**src/rtl/utf16_to_utf8_transcoder_assert.svh**
```systemverilog
// Assertion macros for the UTF-16 to UTF-8 transcoder.
// Expects clk_i and rst_ni in the scope of use.
`ifndef UTF16_TO_UTF8_TRANSCODER_ASSERT_SVH
`define UTF16_TO_UTF8_TRANSCODER_ASSERT_SVH

// same-cycle implication
`define U16U8_ASSERT_IMP(label, ante, cons, msg) \
  label: assert property (@(posedge clk_i) disable iff (!rst_ni) (ante) |-> (cons)) \
    else $error(msg);

// next-cycle implication
`define U16U8_ASSERT_NXT(label, ante, cons, msg) \
  label: assert property (@(posedge clk_i) disable iff (!rst_ni) (ante) |=> (cons)) \
    else $error(msg);

`endif

```
**src/rtl/u16u8_pkg.sv**
```systemverilog
// Shared types and constants of the UTF-16 to UTF-8 transcoder.
// No dependencies.
`timescale 1ns / 1ps

package u16u8_pkg;

  localparam logic [15:0] LEAD_MIN   = 16'hD800;
  localparam logic [15:0] LEAD_MAX   = 16'hDBFF;
  localparam logic [15:0] TRAIL_MIN  = 16'hDC00;
  localparam logic [15:0] TRAIL_MAX  = 16'hDFFF;
  localparam logic [20:0] SUPP_BASE  = 21'h10000;
  localparam logic [7:0]  SUBST_CHAR = 8'h3F;
  localparam logic [15:0] COUNT_MAX  = 16'hFFFF;

  typedef struct packed {
    logic [15:0] code_unit;
    logic        last_unit;
  } unit_t;

  typedef struct packed {
    logic [7:0]  out_byte;
    logic        last_of_unit;
    logic        end_of_string;
    logic [15:0] bytes_so_far;
  } byte_t;

  typedef struct packed {
    logic            hold;
    logic [2:0]      nbytes;
    logic [3:0][7:0] bytes;
  } enc_t;

endpackage

```
**src/rtl/u16u8_intf.sv**
```systemverilog
// Valid/ready channel interfaces of the transcoder.
// Depends on u16u8_pkg.
`timescale 1ns / 1ps

interface u16u8_unit_if import u16u8_pkg::*; ();
  logic  valid;
  logic  ready;
  unit_t data;

  modport source (output valid, output data, input ready);
  modport sink (input valid, input data, output ready);
endinterface

interface u16u8_byte_if import u16u8_pkg::*; ();
  logic  valid;
  logic  ready;
  byte_t data;

  modport source (output valid, output data, input ready);
  modport sink (input valid, input data, output ready);
endinterface

```
**src/rtl/u16u8_encoder.sv**
```systemverilog
// Surrogate resolution and UTF-8 byte encoding of one code unit.
// Depends on u16u8_pkg.
`timescale 1ns / 1ps

module u16u8_encoder import u16u8_pkg::*; (
  input  logic [15:0] unit_i,
  input  logic        last_i,
  input  logic        pend_valid_i,
  input  logic [9:0]  pend_bits_i,
  output enc_t        enc_o
);

  logic        is_lead;
  logic        is_trail;
  logic [20:0] cp;

  assign is_lead  = (unit_i >= LEAD_MIN) && (unit_i <= LEAD_MAX);
  assign is_trail = (unit_i >= TRAIL_MIN) && (unit_i <= TRAIL_MAX);

  always_comb begin
    enc_o = '0;
    cp    = {5'd0, unit_i};
    if (is_lead) begin
      cp         = {13'd0, SUBST_CHAR};
      enc_o.hold = !last_i;
    end else if (is_trail) begin
      cp = pend_valid_i ? (SUPP_BASE + {1'b0, pend_bits_i, unit_i[9:0]})
                        : {13'd0, SUBST_CHAR};
    end

    priority if (cp < 21'h80) begin
      enc_o.nbytes   = 3'd1;
      enc_o.bytes[0] = cp[7:0];
    end else if (cp < 21'h800) begin
      enc_o.nbytes   = 3'd2;
      enc_o.bytes[0] = {3'b110, cp[10:6]};
      enc_o.bytes[1] = {2'b10, cp[5:0]};
    end else if (cp < SUPP_BASE) begin
      enc_o.nbytes   = 3'd3;
      enc_o.bytes[0] = {4'b1110, cp[15:12]};
      enc_o.bytes[1] = {2'b10, cp[11:6]};
      enc_o.bytes[2] = {2'b10, cp[5:0]};
    end else begin
      enc_o.nbytes   = 3'd4;
      enc_o.bytes[0] = {5'b11110, cp[20:18]};
      enc_o.bytes[1] = {2'b10, cp[17:12]};
      enc_o.bytes[2] = {2'b10, cp[11:6]};
      enc_o.bytes[3] = {2'b10, cp[5:0]};
    end

    if (enc_o.hold) begin
      enc_o.nbytes = 3'd0;
    end
  end

endmodule

```
**src/rtl/u16u8_serializer.sv**
```systemverilog
// Byte serializer: steps through the encoded bytes of one unit into the
// result register and keeps the saturating byte count. Depends on u16u8_pkg.
`timescale 1ns / 1ps

module u16u8_serializer import u16u8_pkg::*; (
  input  logic         clk_i,
  input  logic         rst_ni,
  input  logic         valid_i,
  input  logic         last_i,
  input  enc_t         enc_i,
  output logic         retire_o,
  u16u8_byte_if.source byte_o
);

  logic        out_valid_q;
  byte_t       out_data_q;
  logic [1:0]  idx_q;
  logic [15:0] total_q;
  logic [15:0] total_inc;
  logic        out_free;
  logic        load;
  logic        final_byte;

  assign out_free   = !out_valid_q || byte_o.ready;
  assign load       = valid_i && (enc_i.nbytes != 3'd0) && out_free;
  assign final_byte = (({1'b0, idx_q} + 3'd1) == enc_i.nbytes);
  assign retire_o   = valid_i && ((enc_i.nbytes == 3'd0) || (load && final_byte));
  assign total_inc  = (total_q == COUNT_MAX) ? total_q : total_q + 16'd1;

  assign byte_o.valid = out_valid_q;
  assign byte_o.data  = out_data_q;

  always_ff @(posedge clk_i or negedge rst_ni) begin
    if (!rst_ni) begin
      out_valid_q <= 1'b0;
      idx_q       <= 2'd0;
      total_q     <= 16'd0;
    end else if (load) begin
      out_valid_q <= 1'b1;
      idx_q       <= final_byte ? 2'd0 : idx_q + 2'd1;
      total_q     <= (final_byte && last_i) ? 16'd0 : total_inc;
    end else if (byte_o.ready) begin
      out_valid_q <= 1'b0;
    end
  end

  always_ff @(posedge clk_i) begin
    if (load) begin
      out_data_q.out_byte      <= enc_i.bytes[idx_q];
      out_data_q.last_of_unit  <= final_byte;
      out_data_q.end_of_string <= final_byte && last_i;
      out_data_q.bytes_so_far  <= total_inc;
    end
  end

endmodule

```
**src/rtl/utf16_to_utf8_transcoder.sv**
```systemverilog
// Top level of the UTF-16 to UTF-8 transcoder: input register, surrogate
// state, encoder and byte serializer. Depends on u16u8_pkg, u16u8_intf,
// u16u8_encoder, u16u8_serializer and utf16_to_utf8_transcoder_assert.svh.
//
//   channel  dir  word                                   handshake
//   unit_i   in   code_unit[15:0], last_unit             valid/ready
//   byte_o   out  out_byte[7:0], last_of_unit,           valid/ready
//                 end_of_string, bytes_so_far[15:0]
//
// A unit takes one cycle per UTF-8 byte it yields (1 to 4) while byte_o does not stall,
// set by the single result register; a held leading surrogate yields no byte.
// A taken unit waits in the input register; its first byte is then loaded into
// the result register and offered from there.
// Reset clears surrogate state, byte count and both valid flags.
// A stalled result register holds; the input register takes the next unit
// in the cycle its predecessor loads its last byte into the result register.
`timescale 1ns / 1ps

`include "utf16_to_utf8_transcoder_assert.svh"

module utf16_to_utf8_transcoder import u16u8_pkg::*; (
  input  logic         clk_i,
  input  logic         rst_ni,
  u16u8_unit_if.sink   unit_i,
  u16u8_byte_if.source byte_o
);

  logic       s1_valid_q;
  unit_t      s1_data_q;
  logic       pend_valid_q;
  logic [9:0] pend_bits_q;
  enc_t       enc;
  logic       retire;
  logic       accept;

  assign unit_i.ready = !s1_valid_q || retire;
  assign accept       = unit_i.valid && unit_i.ready;

  always_ff @(posedge clk_i or negedge rst_ni) begin
    if (!rst_ni) begin
      s1_valid_q   <= 1'b0;
      pend_valid_q <= 1'b0;
      pend_bits_q  <= 10'd0;
    end else begin
      if (accept) begin
        s1_valid_q <= 1'b1;
      end else if (retire) begin
        s1_valid_q <= 1'b0;
      end
      if (retire) begin
        pend_valid_q <= enc.hold;
        pend_bits_q  <= enc.hold ? s1_data_q.code_unit[9:0] : 10'd0;
      end
    end
  end

  always_ff @(posedge clk_i) begin
    if (accept) begin
      s1_data_q <= unit_i.data;
    end
  end

  u16u8_encoder u_encoder (
    .unit_i       (s1_data_q.code_unit),
    .last_i       (s1_data_q.last_unit),
    .pend_valid_i (pend_valid_q),
    .pend_bits_i  (pend_bits_q),
    .enc_o        (enc)
  );

  u16u8_serializer u_serializer (
    .clk_i    (clk_i),
    .rst_ni   (rst_ni),
    .valid_i  (s1_valid_q),
    .last_i   (s1_data_q.last_unit),
    .enc_i    (enc),
    .retire_o (retire),
    .byte_o   (byte_o)
  );

  `U16U8_ASSERT_IMP(a_hold_passes, s1_valid_q && enc.hold, retire,
                    "held surrogate stalled")
  `U16U8_ASSERT_NXT(a_last_clears, retire && s1_data_q.last_unit, !pend_valid_q,
                    "state kept after last unit")
  `U16U8_ASSERT_IMP(a_eos_final, byte_o.valid && byte_o.data.end_of_string,
                    byte_o.data.last_of_unit, "end of string not on final byte")
  `U16U8_ASSERT_IMP(a_count_nonzero, byte_o.valid, byte_o.data.bytes_so_far != 16'd0,
                    "zero byte count")

endmodule
```
**src/flat_wrapper.sv**
```systemverilog
// flat-port wrapper written by rule: the top's interface ports become plain ports
module utf16_to_utf8_transcoder_flat import u16u8_pkg::*;
  (clk_i, rst_ni, unit_i_valid, unit_i_data, unit_i_ready, byte_o_valid, byte_o_data, byte_o_ready);
  u16u8_unit_if unit_i_i ();
  u16u8_byte_if byte_o_i ();
  input  logic clk_i;
  input  logic rst_ni;
  input wire logic [$bits(unit_i_i.valid)-1:0] unit_i_valid;
  input wire logic [$bits(unit_i_i.data)-1:0] unit_i_data;
  output wire logic [$bits(unit_i_i.ready)-1:0] unit_i_ready;
  output wire logic [$bits(byte_o_i.valid)-1:0] byte_o_valid;
  output wire logic [$bits(byte_o_i.data)-1:0] byte_o_data;
  input wire logic [$bits(byte_o_i.ready)-1:0] byte_o_ready;
  assign unit_i_i.valid = unit_i_valid;
  assign unit_i_i.data = unit_i_data;
  assign unit_i_ready = unit_i_i.ready;
  assign byte_o_valid = byte_o_i.valid;
  assign byte_o_data = byte_o_i.data;
  assign byte_o_i.ready = byte_o_ready;
  utf16_to_utf8_transcoder u_core (.clk_i(clk_i), .rst_ni(rst_ni), .unit_i(unit_i_i), .byte_o(byte_o_i));
endmodule
```
**config.mk**
```make
export PLATFORM = sky130hd
export DESIGN_NAME = utf16_to_utf8_transcoder_flat
export DESIGN_NICKNAME = d
export VERILOG_FILES = /design/src/rtl/u16u8_pkg.sv /design/src/rtl/u16u8_intf.sv /design/src/rtl/u16u8_encoder.sv /design/src/rtl/u16u8_serializer.sv /design/src/rtl/utf16_to_utf8_transcoder.sv /design/src/flat_wrapper.sv
export VERILOG_INCLUDE_DIRS = /design/src /design/src/rtl
export SDC_FILE = /design/constraint.sdc
export NUM_CORES = 1
export LEC_CHECK = 0
export CORE_ASPECT_RATIO = 2
export CORE_UTILIZATION = 36
export CTS_CLUSTER_DIAMETER = 50
export CTS_CLUSTER_SIZE = 14
export DETAILED_ROUTE_END_ITERATION = 16
export DONT_BUFFER_PORTS = 1
export GPL_ROUTABILITY_DRIVEN = 0
export PLACE_DENSITY = 0.49
export SYNTH_ARGS = -nofsm -noshare
export SYNTH_HDL_FRONTEND = slang
export SYNTH_SLANG_ARGS = --single-unit
```
**constraint.sdc**
```tcl
create_clock -name clk_i -period 5.2 [get_ports clk_i]
set_input_delay 0 -clock clk_i [delete_from_list [all_inputs] [get_ports clk_i]]
set_output_delay 0 -clock clk_i [all_outputs]
set_load 0.05 [all_outputs]
```
# --- Word level (Yosys, flattened, before mapping) ---
# Cells that the tools add are included.
word_totals:
  regBits: 74
  input_bits: 21
  wordCells: 68
op_classes:
  n_addsub: 4
  n_lt_le_gt_ge: 8
  eq_ne: 2
  muxes: 24
  reduce_logical: 18
ops:
  columns: ["op", "n"]
  rows:
  - ["$mux 16", 4]
  - ["$mux 21", 3]
  - ["$ge 16x16->1 const B", 2]
  - ["$le 16x16->1 const B", 2]
  - ["$mux 24", 1]
  - ["$mux 8", 3]
  - ["$mux 22", 1]
  - ["$add 17x20->21 const A", 1]
  - ["$lt 21x12->1 const B", 1]
  - ["$lt 21x17->1 const B", 1]
  - ["$lt 21x8->1 const B", 1]
  - ["$add 16x1->16 const B", 1]
  - ["$bmux 8 s2", 1]
  - ["$eq 16x16->1 const B", 1]
  - ["$mux 3", 4]
  - ["$mux 10", 1]
  - ["$logic_and 1x1->1", 8]
  - ["$mux 1", 5]
  - ["$reduce_bool 2->1", 2]
  - ["$add 2x1->3 const B", 1]
  - ["$eq 3x3->1", 1]
  - ["$logic_not 1->1", 3]
  - ["$logic_not 3->1", 1]
  - ["$logic_or 1x1->1", 3]
  - ["4 further kinds", 4]

# --- Logic depth before layout (Yosys ltp) ---
logic_depth:
  ltp_word: 18
  ltp_mapped: 9
  ltp_nobuf: 8

# --- Cells and area by module ---
# Synthesis repeated with hierarchy kept, for this count alone.
unflattened:
  cells_unflattened: 418
  hier_area_um2: 4329.2
modules_own_cells:
  columns: ["mod", "n_inst", "cells_each", "area_each_um2", "seq_area_each_um2"]
  rows:
  - ["u16u8_serializer", 1, 215, 2461.1, 1256.2]
  - ["utf16_to_utf8_transcoder", 1, 66, 1003.5, 810.8]
  - ["u16u8_encoder", 1, 137, 864.6, 0.0]

# --- Least setup slack after synthesis ---
# Ideal clock, no wire load.
synth_path:
  kind: "register to register"
  from: "register u_core.pend_bits_q[6]"
  to: "register u_core.s1_data_q[0] in the netlist's numbering, enable pin"
  setup_time_ns: 0.415
  arrival_time_ns: 3.042
  slack_ns: 1.743
  path_stages_with_launch: 8
  cell_sequence: "dfrtp_1 > ha_1 > nor3b_1 > o21a_1 > o2111ai_1 > o32ai_1 > o22ai_1 > o21ai_0"
synth_between:
  elab_chain_cells: 17
  elab_cells_between_ends: 21
  classes_between: "add/sub: 1; order compare: 3; eq/ne: 1; mux: 7; reduce/logical: 9"
synth_lines:
  columns: ["item", "line", "source"]
  rows:
  - ["start, declared", "utf16_to_utf8_transcoder.sv:31", "logic [9:0] pend_bits_q;"]
  - ["start signal, assigned", "utf16_to_utf8_transcoder.sv:52", "pend_bits_q <= enc.hold ? s1_data_q.code_unit[9:0] : 10'd0;"]
  - ["$add 17x20->21 *", "u16u8_encoder.sv:27", "cp = pend_valid_i ? (SUPP_BASE + {1'b0, pend_bits_i, unit_i[9:0]})"]
  - ["$mux 21 *", "u16u8_encoder.sv:27", null]
  - ["$mux 21 *", "u16u8_encoder.sv:26", "end else if (is_trail) begin"]
  - ["$mux 21 *", "u16u8_encoder.sv:23", "if (is_lead) begin"]
  - ["$lt 21x17->1", "u16u8_encoder.sv:38", "end else if (cp < SUPP_BASE) begin"]
  - ["$mux 3", "u16u8_encoder.sv:38", null]
  - ["$mux 3", "u16u8_encoder.sv:34", "end else if (cp < 21'h800) begin"]
  - ["$mux 3 *", "u16u8_encoder.sv:31", "priority if (cp < 21'h80) begin"]
  - ["$mux 3 *", "u16u8_encoder.sv:51", "if (enc_o.hold) begin"]
  - ["$reduce_bool 3->1", "u16u8_serializer.sv:25", "assign load = valid_i && (enc_i.nbytes != 3'd0) && out_free;"]
  - ["$logic_and 1x1->1 (2 in series)", "u16u8_serializer.sv:25", null]
  - ["$logic_and 1x1->1", "u16u8_serializer.sv:27", "assign retire_o = valid_i && ((enc_i.nbytes == 3'd0) || (load && final_byte));"]
  - ["$logic_or 1x1->1 *", "u16u8_serializer.sv:27", null]
  - ["$logic_and 1x1->1 *", "u16u8_serializer.sv:27", null]
  - ["$logic_or 1x1->1 *", "utf16_to_utf8_transcoder.sv:36", "assign unit_i.ready = !s1_valid_q || retire;"]
  - ["$logic_and 1x1->1 *", "utf16_to_utf8_transcoder.sv:37", "assign accept = unit_i.valid && unit_i.ready;"]
  - ["via u_core.accept", "utf16_to_utf8_transcoder.sv:34", "logic accept;"]
  - ["end signal, assigned", "utf16_to_utf8_transcoder.sv:59", "s1_data_q <= unit_i.data;"]
  - ["end, declared", "utf16_to_utf8_transcoder.sv:29", "unit_t s1_data_q;"]
# Mark *: on every way through the listed nets, which the timed path passes. The rest lies on a longest branch.
# A chain may end at the register's enable or synchronous reset.

# --- Worst setup path after layout ---
layout_path:
  from: "register u_core.pend_bits_q[6]"
  to: "output unit_i_ready"
layout_between:
  elab_chain_cells: 16
  elab_cells_between_ends: 20
  classes_between: "add/sub: 1; order compare: 3; eq/ne: 1; mux: 7; reduce/logical: 8"
layout_lines:
  columns: ["item", "line", "source"]
  rows:
  - ["$add 17x20->21 *", "u16u8_encoder.sv:27", null]
  - ["$mux 21 *", "u16u8_encoder.sv:27", null]
  - ["$mux 21 *", "u16u8_encoder.sv:26", null]
  - ["$mux 21 *", "u16u8_encoder.sv:23", null]
  - ["$lt 21x17->1", "u16u8_encoder.sv:38", null]
  - ["$mux 3", "u16u8_encoder.sv:38", null]
  - ["$mux 3", "u16u8_encoder.sv:34", null]
  - ["$mux 3 *", "u16u8_encoder.sv:31", null]
  - ["$mux 3 *", "u16u8_encoder.sv:51", null]
  - ["$reduce_bool 3->1", "u16u8_serializer.sv:25", null]
  - ["$logic_and 1x1->1 (2 in series)", "u16u8_serializer.sv:25", null]
  - ["$logic_and 1x1->1", "u16u8_serializer.sv:27", null]
  - ["$logic_or 1x1->1 *", "u16u8_serializer.sv:27", null]
  - ["$logic_and 1x1->1 *", "u16u8_serializer.sv:27", null]
  - ["$logic_or 1x1->1 *", "utf16_to_utf8_transcoder.sv:36", null]
  - ["end, declared", "flat_wrapper.sv:10", "output wire logic [$bits(unit_i_i.ready)-1:0] unit_i_ready;"]
# Mark *: on every way between the ends. The rest lies on a longest branch, timed or not.

==> flow_summary.toml <==
[critical_path]
cp-start-kind = "flop"
r2r_end = "u_core.u_serializer.total_q[10]"
crit_path_end_kind = "output port"
r2r_start = "u_core.s1_data_q[16]"
worstPathRequired_ns = 5.20
worstPathArrival_ns = 3.23
startpoint = "u_core.pend_bits_q[6]"
critical_path_class = "reg -> out"
endpoint = "unit_i_ready"
path_max_fanout = 6
rrSetupSlack_ns = 2.10
rr_worst_depth = 8

[logic_synthesis]
synth_most_common_cell = "edfxtp_1"
yosys_warnings = 0
syn-cell-area_mm2 = 0.00421
muxShareOfSynthArea_pct = 4.88
synth-simple-area-share_pct = 15.3
synth_top_area_share_pct = 30.7
netlist.top_cell.by_area = "edfxtp_1"
syn_inst = 408
synth_edf_count = 43
synth_cell_type_count = 63
syn_area_per_cell_um2 = 10.3
synth_xor_area_share_pct = 4.58
synth_compound_area_share_pct = 21.2
synth_fa_ha_area_share_pct = 0.893
syn-num-nets = 432
synth_ff_type = "edfxtp_1"
synth_seq_cells = 74
synth_top_family_by_area = "compound AO/OA/AOI/OAI gates"
synthTopCellsByCount = "43 x edfxtp_1, 39 x a21oi_1, 32 x nand2_1, 31 x dfrtp_1, 26 x nor2_1"
yosys-top-cells-area = "edfxtp_1 31%, dfrtp_1 18%, a21oi_1 4.6%, mux2i_1 3.8%, nand2_1 2.9%"
async_flop_share_pct = 41.9
seq_area_frac_synth_pct = 49.2

[power]
max-vdd-ir-drop_mv = 0.221
p_total_mw = 2.77
p_per_area_mw_per_mm2 = 582
cellLeakagePower_nw = 1.83

[drt]
wirelength_um = 11400
ant_nets = 0
wire_per_inst_um = 20.0
vias = 3376
viasPerCell = 5.94
dr.pass1.iters = 4
drt-initial-drc-count = 178
drc = 0

[floorplanning]
die_h_um = 155
boundaryPins = 49
placement_rows = 55
core_mm2 = 0.0114
dieArea_mm2 = 0.0121
initial_utilization_pct = 37.0
fp.dieW_um = 78.4

[timing]
hold_viol = 0
max-slew-margin-rel_pct = 36.1
fin_setup_tns_ns = 0
finalCriticalPeriod_ns = 3.23
period_share_pct = 62.1
rsz0062_at_grt = "no"
finClkSkew_ns = 0.0108
setup_viol = 0
worst_pin_slew_ns = 0.952
fmax_ghz = 0.310
slew_viol_final = 0

[grt]
grt_start_max_net_pins = 35
grt.overflow.total = 0
grt_pass1_wl_um = 18100
use_met3_pct = 3.46
use_met1_pct = 19.0
gr-usage-all-layers_pct = 19.9
use_met2_pct = 36.4
first_global_vias = 3408
grt_busiest_layer = "met2"
antenna_found_initial = 0

[flow_run]
drv_cap = 0

[cells_and_area]
num_antenna_cells = 0
layout-drive-gt1-share_pct = 10.1
fin_nets = 445
area_delta_synth_final_pct = 13.3

[cts]
post_cts_buffers = 0
tritoncts = "built"
cts_root_buffer = "clkbuf_16"
h-tree-depth = 3
clk_latency_ns = 0.33
cts_hold_buf = 21
cts_buffer_depth = 2
clk_pin_slew_ns = 0.06
clock-sinks = 74
cts_resized = 0
cts_made_buffers = 9

[min_path]
hp-class = "in -> async"

[place]
port_buffers = 0
dp_hpwl_um = 8370

[outcome]
status = "completed"
routing by layer:
layer  share of wire (%)  wire, um
met5                   0         0
met4                 7.4       844
met3                 3.6       406
met2                  55      6270
met1                  34      3830
logic make-up after synthesis:
| kind of cell | Yosys count |
|---|---|
| xor+xnor | 22 |
| simple gates | 128 |
| mux | 20 |
| fa+ha+maj | 3 |
| buf+inv | 32 |
| compound gates | 129 |
| flops | 74 |
how the worst min path moves through the flow:
| stage | to | slack (ns) |
|---|---|---|
| 2_1_floorplan | u_core.pend_bits_q[0] | -0.30 |
| 3_3_place_gp | u_core.s1_valid_q | -0.29 |
| 3_5_place_dp | u_core.u_serializer.byte_o.valid | -0.29 |
| 4_1_cts | u_core.u_serializer.byte_o.valid | 0.11 |
| 5_1_grt | u_core.u_serializer.byte_o.valid | 0.13 |
| 6_report | u_core.s1_valid_q | 0.11 |
stage by stage:
| stage | instances | hold WS (ns) | utilization [%] | setup slack, ns | area [um^2] |
|---|---|---|---|---|---|
| 6_report | 568 | 0.112 | 42.0 | 1.97 | 4770 |
| 3_5_place_dp | 531 | -0.295 | 37.7 | 2.06 | 4280 |
| 5_1_grt | 568 | 0.125 | 42.0 | 1.73 | 4770 |
| 2_1_floorplan | 408 | -0.296 | - | 1.74 | 4210 |
| 3_3_place_gp | 531 | -0.295 | 37.7 | 2.11 | 4280 |
| 4_1_cts | 568 | 0.107 | 42.0 | 1.98 | 4770 |
area by class of cell:
type,count,area [um^2]
Clock inverter,2,13.8
Tap cell,142,178
Timing Repair Buffer,24,243
Inverter,10,37.5
Multi-Input combinational cell,302,1970
Clock buffer,14,254
Sequential cell,74,2070
Fill cell,1128,6590
state kept, by name, indices dropped and copies added (netlist names):
name	flops
u_core.pend_valid_q	1
u_core.u_serializer.byte_o.data	26
u_core.u_serializer.total_q	16
u_core.u_serializer.byte_o.valid	1
u_core.pend_bits_q	10
u_core.s1_valid_q	1
u_core.u_serializer.idx_q	2
u_core.s1_data_q	17
worst max-delay path, cell delays in order, from the launching register on:
cell and delay (ns):
dfrtp_1 0.44, ha_1 0.35, nor3b_1 0.30, o21ai_0 0.25
a32oi_1 0.36, o311a_1 0.27, o22ai_1 0.13, o21ai_1 0.78
placed cells by master, fill, tap and decap left out, types with 4 or more instances in the layout:
master	n
a21o_1	5
a21oi_1	39
a21oi_2	8
a31o_2	6
a32oi_1	4
and3_1	9
clkbuf_1	4
clkbuf_16	9
dfrtp_1	31
dlygate4sd3_1	20
edfxtp_1	43
inv_1	8
mux2_2	4
mux2i_1	16
nand2_1	32
nand2b_1	4
nand3_1	14
nand4_1	5
nor2_1	26
nor3_1	16
o21ai_0	19
o221ai_1	4
o22ai_1	4
or3_1	4
xnor2_1	13
xor2_1	9
where the power goes:
group	internal [mW]	total (mW)	switching (mW)
Sequential	0.879	1.39	0.510
Combinational	0.281	0.819	0.537
Clock	0.337	0.565	0.229
Power figures use the tool's default switching activity.
